## src/hdl/lavm_pkg.sv

```systemverilog
// Shared types, widths and helpers for the look-at view matrix block.
// No dependencies; every other file imports this package.
package lavm_pkg;

    localparam int W      = 32;  // Q16.16 field width
    localparam int D_W    = 33;  // focus minus eye
    localparam int AX_W   = 19;  // axis components (n, u, v)
    localparam int PR_W   = AX_W + W;
    localparam int ACC_W  = 52;  // cross and dot accumulators
    localparam int NV_W   = 50;  // normalizer input
    localparam int SUM_W  = 62;  // sum of squares after block scaling
    localparam int ROOT_W = 31;
    localparam int Q_W    = 17;  // quotient bits of one division

    localparam int Q_DEPTH = 2;
    localparam int Q_PTR_W = (Q_DEPTH > 1) ? $clog2(Q_DEPTH) : 1;
    localparam int Q_CNT_W = $clog2(Q_DEPTH + 1);

    localparam logic [1:0] ROW_U = 2'd0;
    localparam logic [1:0] ROW_V = 2'd1;
    localparam logic [1:0] ROW_N = 2'd2;

    typedef logic signed [W-1:0] q16_t;

    typedef struct packed {
        q16_t eye_x;
        q16_t eye_y;
        q16_t eye_z;
        q16_t focus_x;
        q16_t focus_y;
        q16_t focus_z;
    } item_t;

    typedef struct packed {
        logic [1:0] row_index;
        q16_t       col_x;
        q16_t       col_y;
        q16_t       col_z;
        q16_t       translation;
        logic       degenerate;
        logic       last_row;
    } result_t;

    typedef struct packed {
        q16_t                  eye_x;
        q16_t                  eye_y;
        q16_t                  eye_z;
        logic signed [D_W-1:0] d_x;
        logic signed [D_W-1:0] d_y;
        logic signed [D_W-1:0] d_z;
        logic                  d_zero;
    } job_t;

    typedef struct packed {
        logic done;
        logic zero;
    } norm_stat_t;

    // Q32.32 to Q16.16, ties away from zero.
    function automatic logic signed [ACC_W-1:0] rnd16(input logic signed [ACC_W-1:0] x);
        logic [ACC_W-1:0] mag;
        logic [ACC_W-1:0] m;
        mag = x[ACC_W-1] ? ACC_W'(-x) : ACC_W'(x);
        m   = (mag + ACC_W'(32'h8000)) >> 16;
        return x[ACC_W-1] ? -$signed(m) : $signed(m);
    endfunction

    function automatic logic [1:0] nx1(input logic [1:0] k);
        case (k)
            2'd0:    return 2'd1;
            2'd1:    return 2'd2;
            default: return 2'd0;
        endcase
    endfunction

    function automatic logic [1:0] nx2(input logic [1:0] k);
        case (k)
            2'd0:    return 2'd2;
            2'd1:    return 2'd0;
            default: return 2'd1;
        endcase
    endfunction

endpackage

```

## src/hdl/lavm_front.sv

```systemverilog
// Front end: takes an item, forms focus minus eye and flags a zero direction.
// Depends on lavm_pkg.
module lavm_front import lavm_pkg::*;
(
    input  logic  clk,
    input  logic  rst_n,
    input  logic  start,
    output logic  busy,
    input  item_t item,
    output logic  push,
    output job_t  job,
    input  logic  q_full
);

    logic                  valid_reg;
    job_t                  job_reg;
    job_t                  job_next;
    logic                  accept;
    logic signed [D_W-1:0] dx;
    logic signed [D_W-1:0] dy;
    logic signed [D_W-1:0] dz;

    assign push   = valid_reg && !q_full;
    assign busy   = valid_reg && q_full;
    assign accept = start && !busy;
    assign job    = job_reg;

    always_comb
    begin
        dx = {item.focus_x[W-1], item.focus_x} - {item.eye_x[W-1], item.eye_x};
        dy = {item.focus_y[W-1], item.focus_y} - {item.eye_y[W-1], item.eye_y};
        dz = {item.focus_z[W-1], item.focus_z} - {item.eye_z[W-1], item.eye_z};
        job_next.eye_x  = item.eye_x;
        job_next.eye_y  = item.eye_y;
        job_next.eye_z  = item.eye_z;
        job_next.d_x    = dx;
        job_next.d_y    = dy;
        job_next.d_z    = dz;
        job_next.d_zero = (dx == '0) && (dy == '0) && (dz == '0);
    end

    always_ff @(posedge clk or negedge rst_n)
    begin
        if (!rst_n)
        begin
            valid_reg <= 1'b0;
        end
        else if (accept)
        begin
            valid_reg <= 1'b1;
        end
        else if (push)
        begin
            valid_reg <= 1'b0;
        end
    end

    always_ff @(posedge clk)
    begin
        if (accept)
        begin
            job_reg <= job_next;
        end
    end

endmodule

```

## config.mk

```make
export PLATFORM = sky130hd
export DESIGN_NAME = lavm_front
export DESIGN_NICKNAME = d
export VERILOG_FILES = /design/src/hdl/lavm_pkg.sv /design/src/hdl/lavm_front.sv
export SDC_FILE = /design/constraint.sdc
export NUM_CORES = 1
export LEC_CHECK = 0
export ABC_CLOCK_PERIOD_IN_PS = 14460
export BUFFER_PORTS_ARGS = -buffer_cell sky130_fd_sc_hd__buf_2
export CAP_MARGIN = 10
export CELL_PAD_IN_SITES_DETAIL_PLACEMENT = 0
export CELL_PAD_IN_SITES_GLOBAL_PLACEMENT = 1
export CORE_MARGIN = 2
export CORE_UTILIZATION = 42
export DETAILED_ROUTE_END_ITERATION = 8
export PLACE_DENSITY = 0.95
export SYNTH_ARGS = -nofsm -noshare
export SYNTH_HDL_FRONTEND = slang
export SYNTH_SLANG_ARGS = --single-unit
```

## constraint.sdc

```tcl
create_clock -name clk -period 14.46 [get_ports clk]
set_input_delay 4.338 -clock clk [delete_from_list [all_inputs] [get_ports clk]]
set_output_delay 4.338 -clock clk [all_outputs]
set_load 0.05 [all_outputs]
```

==> impl_metrics.csv, run 1 <==
group,metric,value,unit
timing,post-route-min-period,9241,ps
setup_path,path_max_fanout,3,
cts,cts_sinks,197,
setup_path,path_cells,"buf_2 > and2_1 > buf_2",
synthesis,synthCells,1108,
synthesis,ys_ff_latch,197,
timing,drv_slew,0,
placed_design,io_buffer_count,393,
setup_path,crit_path_frequent_cell,"buf_2",
setup_path,r2r_slack,12450,ps
timing,tns,0,ps
synthesis,synth_area_per_cell,10.69,µm²
timing,timing.slew.headroom,0.2595,
setup_path,required,10120,ps
timing,finClkSkew,9.262,ps
floorplan,die_w,172.0,µm
cts,clk_latency,440,ps
final_layout,layout-drive-gt1-share,0.2933,
cts,cts_repair_resize_count,0,
setup_path,reg2reg_depth,3,
timing,fin_crit_sh,0.6390,
floorplan,die_h,172.0,µm
cts,hold_buffers,0,
synthesis,ys_seq_area_frac,0.4988,
synthesis,synth_top_cells_by_count,"edfxtp_1 (196), inv_1 (128), a21oi_1 (98)",
setup_path,crit_family,"buffers and inverters",
synthesis,synth-async-reset-ratio,0.005076,
timing,hold_ws,706.7,ps
synthesis,ys.flop_type,"edfxtp_1",
synthesis,synth_nets,1403,
cts,cts.reportedPaths.clkPinSlew,70,ps
route,postRouteAntennaNets,0,
final_layout,postLayoutCoreUtil,0.5321,
final_layout,final_area,0.01478,mm²
route,drt_iter0_markers,838,
global_route,grt_overflow,0,
final_layout,fillCellCount,2552,
pwr,power_density,116.3,mW/mm²
placed_design,dpl.hpwl,28.20,mm
synthesis,synth_cell_types,77,
setup_path,critPathLaunchType,"input port",
synthesis,yosysTopAreaCell,"edfxtp_1",
setup_path,worst-path-stages,3,
placed_design,gp_congestion,0.9279,
synthesis,synth_top_area_share,0.4967,
pwr,finalPower,1.719,mW
floorplan,ios,394,
route,via_count,10000,
pwr,ir_worst_vdd,57.01,µV
placed_design,dpl_cell_area,0.01423,mm²
setup_path,rr_endpoint,"job[149]$_DFFE_PP_",
timing,rsz0062_at_grt,"no",
final_layout,largest_reg_flops,196,
setup_path,crit_path_end,"busy",
pwr,p_leak,6.623,nW
setup_path,arrival,4900,ps
final_layout,layout.nets,1796,
timing,finalSetupViolCount,0,
floorplan,fp.coreArea,0.02778,mm²
cts,cts_setup_buffers,0,
floorplan,die_area,0.02957,mm²
floorplan,rows,61,
timing,tightest_slew,1111,ps
setup_path,cp-startpoint,"q_full",
global_route,grtUsageTotal,0.2286,
route,post_drt_wl_per_cell,18.47,µm
timing,hold_viol,0,
cts,cts_tree,"done",
run_status,status,"completed",
route,routed_wl,35.00,mm
route,firstDrtPassIters,5,
synthesis,ys.warnings.count,0,
synthesis,synth_edf_count,196,
global_route,grt_max_degree,197,
cts,clock_path_buffers,2,
synthesis,yosysMostFrequentCell,"edfxtp_1",
floorplan,initial_core_util,0.4265,
global_route,antenna_found_initial,5,
setup_path,crit_buf_inv,2,
final_layout,synthToLayoutAreaGrowth,24.76,%
job,maxCapViolations,0,
synthesis,netlist_area,0.01185,mm²
route,drc,0,
setup_path,worst_setup_path_end_kind,"output port",
global_route,first_global_vias,9680,
timing,fmax,0.1082,GHz
cts,cts-root-buf,"clkbuf_16",
cts,htree_levels,4,
cts,numCtsBuffers,17,
synthesis,synth.top_cells.by_area,"edfxtp_1 (50%), ha_1 (10%), a21oi_1 (4.1%)",
setup_path,critPathKind,"input port to output port",
global_route,grt_pass1_wl,51.39,mm
setup_path,r2r-start,"valid_reg$_DFFE_PN0P_",
setup_path,slowest_delay,290,ps
route,viasPerCell,5.278,
min_path,hp-class,"register to register",
setup_path,slowest_stage,"buf_2",
cell families (layout without fill, tap and decap cells):
kind of cell | Yosys count | count (layout) | share of synthesized area
AOI/OAI and AO/OA | 298 | 298 | 0.1638
xor gates and xnor gates | 76 | 76 | 0.05618
adders and majority gates | 99 | 99 | 0.1064
buffers and inverters | 149 | 555 | 0.04773
DFF | 197 | 197 | 0.4988
muxes | 2 | 2 | 0.001690
other | 0 | 3 | 0
and+or+nand+nor | 287 | 287 | 0.1253
worst register-to-register path: stages (launching register included):
cell     delay (ps)
dfrtp_1         380
and2_1          200
nor2b_4         140
buf_12          700
layer usage:
metal | vias up | GRT usage | share of wire
li1 | 4879 | - | -
met1 | 4683 | 0.2822 | 0.41
met2 | 386 | 0.4000 | 0.49
met3 | 54 | 0.04829 | 0.077
met4 | 0 | 0.07234 | 0.024
met5 | - | 0 | 0
how the worst min path moves through the flow:
| stage | from | to | slack, ps | cells past startpoint |
|---|---|---|---|---|
| after floorplan | valid_reg$_DFFE_PN0P_ | valid_reg$_DFFE_PN0P_ | 990 | 2 |
| after global routing | valid_reg$_DFFE_PN0P_ | valid_reg$_DFFE_PN0P_ | 740 | 2 |
| after global placement | valid_reg$_DFFE_PN0P_ | valid_reg$_DFFE_PN0P_ | 670 | 2 |
| after CTS | valid_reg$_DFFE_PN0P_ | valid_reg$_DFFE_PN0P_ | 710 | 2 |
| after detailed placement | valid_reg$_DFFE_PN0P_ | valid_reg$_DFFE_PN0P_ | 700 | 2 |
| final | valid_reg$_DFFE_PN0P_ | valid_reg$_DFFE_PN0P_ | 710 | 2 |
cells in the final DEF (no fill, tap or decap), drive strengths merged, types with 8 or more instances in the layout:
master | synthesis | final
clkbuf | 15 | 19
inv | 129 | 132
o21bai | 15 | 15
o21a | 16 | 16
a2111oi | 10 | 10
a31oi | 8 | 8
xor2 | 30 | 30
nand3 | 18 | 18
edfxtp | 196 | 196
and2 | 8 | 8
o211ai | 14 | 14
nand2b | 15 | 15
xnor2 | 46 | 46
ha | 96 | 96
o21ai | 59 | 59
nand2 | 59 | 59
nor4 | 9 | 9
nor2b | 14 | 14
a21oi | 99 | 99
nor3 | 24 | 24
a21o | 29 | 29
clkinv | 0 | 8
buf | 5 | 394
nor2 | 77 | 77
nand4 | 19 | 19
per-stage QoR:
stage                     instances  setup WS [ps]
after floorplan                1108          412.7
after global placement         1860           5229
after detailed placement       1860           5217
after CTS                      1892           5215
after global routing           1895           5185
final                          1895           5219
cell type report:
| class | count | area (µm²) | share of cell area |
|---|---|---|---|
| inverters | 129 | 484.2 | 0.03276 |
| diodes | 3 | 7.507 | 0.0005078 |
| multi-input cells | 762 | 5380 | 0.3639 |
| well taps | 378 | 473.0 | 0.03199 |
| repair buffers | 394 | 1987 | 0.1344 |
| clock buffers | 19 | 432.9 | 0.02928 |
| clock inverters | 13 | 107.6 | 0.007279 |
| flip-flops and latches | 197 | 5911 | 0.3998 |
power breakdown:
group          leakage (nW)  total, mW  switching, mW  internal, mW
logic                  4.48      0.561          0.400         0.161
registers              1.88      0.707         0.0106         0.696
clock network         0.268      0.452          0.214         0.237
Power figures use the tool's default switching activity.
==> inputs of run 2 (changes only) <==
Settings changed: ABC_CLOCK_PERIOD_IN_PS 14460 to 7800, CORE_UTILIZATION 42 to 35, PLACE_DENSITY 0.95 to 0.88.
Clock period 14.46 ns to 7.8 ns, I/O delays scaled along.
==> run 2 against run 1 <==
  * Hold slack got worse by 16 ps
  * Routed wire length rose by 6.8%
  * Total power rose by 91%
  * Count of clock-buffer cells in the layout fell by 2
  * Sequential share of layout area fell by 0.45 points
  * Worst setup slack got worse by 3200 ps
  * First-iteration DRC count fell by 37%
  * Critical endpoint is now job[0]$_DFFE_PP_
  * Largest power group unchanged
==> impl_metrics.csv, run 2 (same netlist as run 1, synthesis figures left out) <==
group,metric,value,unit
run_status,status,"completed",
pwr,power_density,220.2,mW/mm²
cts,clk_latency,460,ps
cts,clock_path_buffers,2,
timing,post-route-min-period,5818,ps
final_layout,layout.nets,1798,
setup_path,path_max_fanout,4,
floorplan,ios,394,
global_route,grt_max_degree,109,
final_layout,fillCellCount,3220,
route,firstDrtPassIters,7,
timing,timing.slew.headroom,0.4070,
cts,htree_levels,4,
pwr,power.switching,1.241,mW
placed_design,dpl_worst_slack,1555,ps
cts,cts-root-buf,"clkbuf_16",
timing,finalSetupViolCount,0,
min_path,whs_path_depth,2,
pwr,power_frac_clock,0.281,
final_layout,layout_commonest_cell,"buf_2",
floorplan,rows,67,
final_layout,layout-drive-gt1-share,0.2968,
pwr,ir_worst_vdd,143.4,µV
cts,cts_setup_buffers,0,
timing,rsz0062_at_grt,"no",
floorplan,fp.coreArea,0.03345,mm²
setup_path,rr_endpoint,"job[191]$_DFFE_PP_",
setup_path,r2r-start,"valid_reg$_DFFE_PN0P_",
setup_path,arrival,6150,ps
timing,layout_setup_ws,1982,ps
pwr,p_comb_frac,0.320,
final_layout,synthToLayoutAreaGrowth,26.17,%
route,postRouteAntennaNets,0,
timing,tns,0,ps
cts,cts_tree,"done",
route,routed_wl,37.39,mm
timing,drv_slew,0,
setup_path,reg2reg_depth,3,
setup_path,critPathKind,"input port to register",
cts,cts_repair_resize_count,0,
route,viasPerCell,5.075,
route,drt_iter0_markers,524,
min_path,hp-class,"register to register",
floorplan,initial_core_util,0.3542,
route,via_count,9987,
placed_design,gp_congestion,0.8939,
route,drc,0,
pwr,p_leak,6.658,nW
min_path,min_from,"valid_reg$_DFFE_PN0P_",
timing,hold_viol,0,
route,post_drt_wl_per_cell,19.00,µm
global_route,grtUsageTotal,0.2087,
floorplan,die_area,0.03534,mm²
setup_path,critPathLaunchType,"input port",
final_layout,mostFrequentLayoutCells,"buf_2 (393), edfxtp_1 (196), inv_1 (128)",
setup_path,r2r_slack,5280,ps
floorplan,die_h,188.0,µm
setup_path,worst_setup_path_end_kind,"register",
setup_path,required,8130,ps
timing,fmax,0.1719,GHz
cts,numCtsBuffers,17,
global_route,grt_overflow,0,
global_route,antenna_found_initial,4,
cts,cts.reportedPaths.clkPinSlew,80,ps
placed_design,io_buffer_count,393,
final_layout,largest_reg_flops,196,
global_route,first_global_vias,9867,
global_route,grt_pass1_wl,56.29,mm
cts,hold_buffers,0,
pwr,p_seq_frac,0.398,
cts,cts_sinks,197,
job,maxCapViolations,0,
pwr,swShare,0.3769,
min_path,hold_end,"valid_reg$_DFFE_PN0P_",
placed_design,dpl.hpwl,30.57,mm
timing,tightest_slew,887.6,ps
pwr,intPower,2.051,mW
setup_path,cp-startpoint,"item[32]",
timing,fin_crit_sh,0.7459,
timing,finClkSkew,7.991,ps
floorplan,die_w,188.0,µm
-- run 2: cell types whose count changed in the layout (fill, tap and decap cells not counted) --
cell	delta
buf_4	+2
clkinv_2	-5
clkinv_8	+2
clkinv_1	-2
inv_8	+3
inv_6	+5
diode_2	+1
clkinv_4	-1
clkbuf_1	-2
-- run 2: per-stage QoR --
step                      instance area, µm²  hold slack, ps  utilization  std cells  power, mW
after floorplan                        11860            1038            -       1108      2.071
after global placement                 14340           664.3       0.4286       1932      2.385
after detailed placement               14340           688.7       0.4286       1932      2.387
after CTS                              14940           708.0       0.4466       1964      3.322
after global routing                   14940           762.4       0.4468       1966      3.436
final                                  14950           690.3       0.4469       1968      3.292
-- run 2: power groups by stage --
stage / clock, mW / combinational, mW / sequential (mW)
floorplan: 0 / 0.432 / 1.64
global placement: 0 / 1.05 / 1.33
detailed placement: 0 / 1.05 / 1.34
CTS: 0.953 / 1.06 / 1.31
global route: 0.984 / 1.13 / 1.32
finish: 0.926 / 1.05 / 1.31
-- run 2: critical path: stages --
cell and delay (ps):
buf_2 70, inv_1 40, ha_1 210, fa_1 400, nand2b_1 180, a211oi_1 440, o21ai_1 240, o21bai_1 260
a21oi_1 120, xnor2_1 140, or4b_2 640, nor4b_1 410, nand4_1 190, nor4b_1 280, and4_1 200
-- run 2: area by class of cell --
type / count / area [µm²] / area share
inverters: 129 / 484.2 / 0.03239
diodes: 4 / 10.01 / 0.0006696
well taps: 448 / 560.5 / 0.03750
clock buffers: 17 / 425.4 / 0.02846
clock inverters: 15 / 176.4 / 0.01180
flip-flops and latches: 197 / 5911 / 0.3954
repair buffers: 396 / 2002 / 0.1339
multi-input cells: 762 / 5380 / 0.3599
-- run 2: layer usage --
| metal | vias to the layer above | global-route usage | part of all wire |
|---|---|---|---|
| met3 | 45 | 0.05521 | 0.073 |
| met4 | 2 | 0.06541 | 0.023 |
| met2 | 354 | 0.3530 | 0.48 |
| li1 | 4896 | - | - |
| met1 | 4690 | 0.2597 | 0.42 |
| met5 | - | 0 | 0.00035 |
-- run 2: worst max-delay path by stage --
| stage | to | slack, ps | cells past startpoint |
|---|---|---|---|
| 3_5_place_dp | job[0]$_DFFE_PP_ | 1560 | 15 |
| 4_1_cts | job[0]$_DFFE_PP_ | 2030 | 15 |
| 3_3_place_gp | job[0]$_DFFE_PP_ | 1620 | 14 |
| 6_report | job[0]$_DFFE_PP_ | 1980 | 15 |
| 2_1_floorplan | job[0]$_DFFE_PP_ | 1720 | 2 |
| 5_1_grt | job[0]$_DFFE_PP_ | 1690 | 15 |
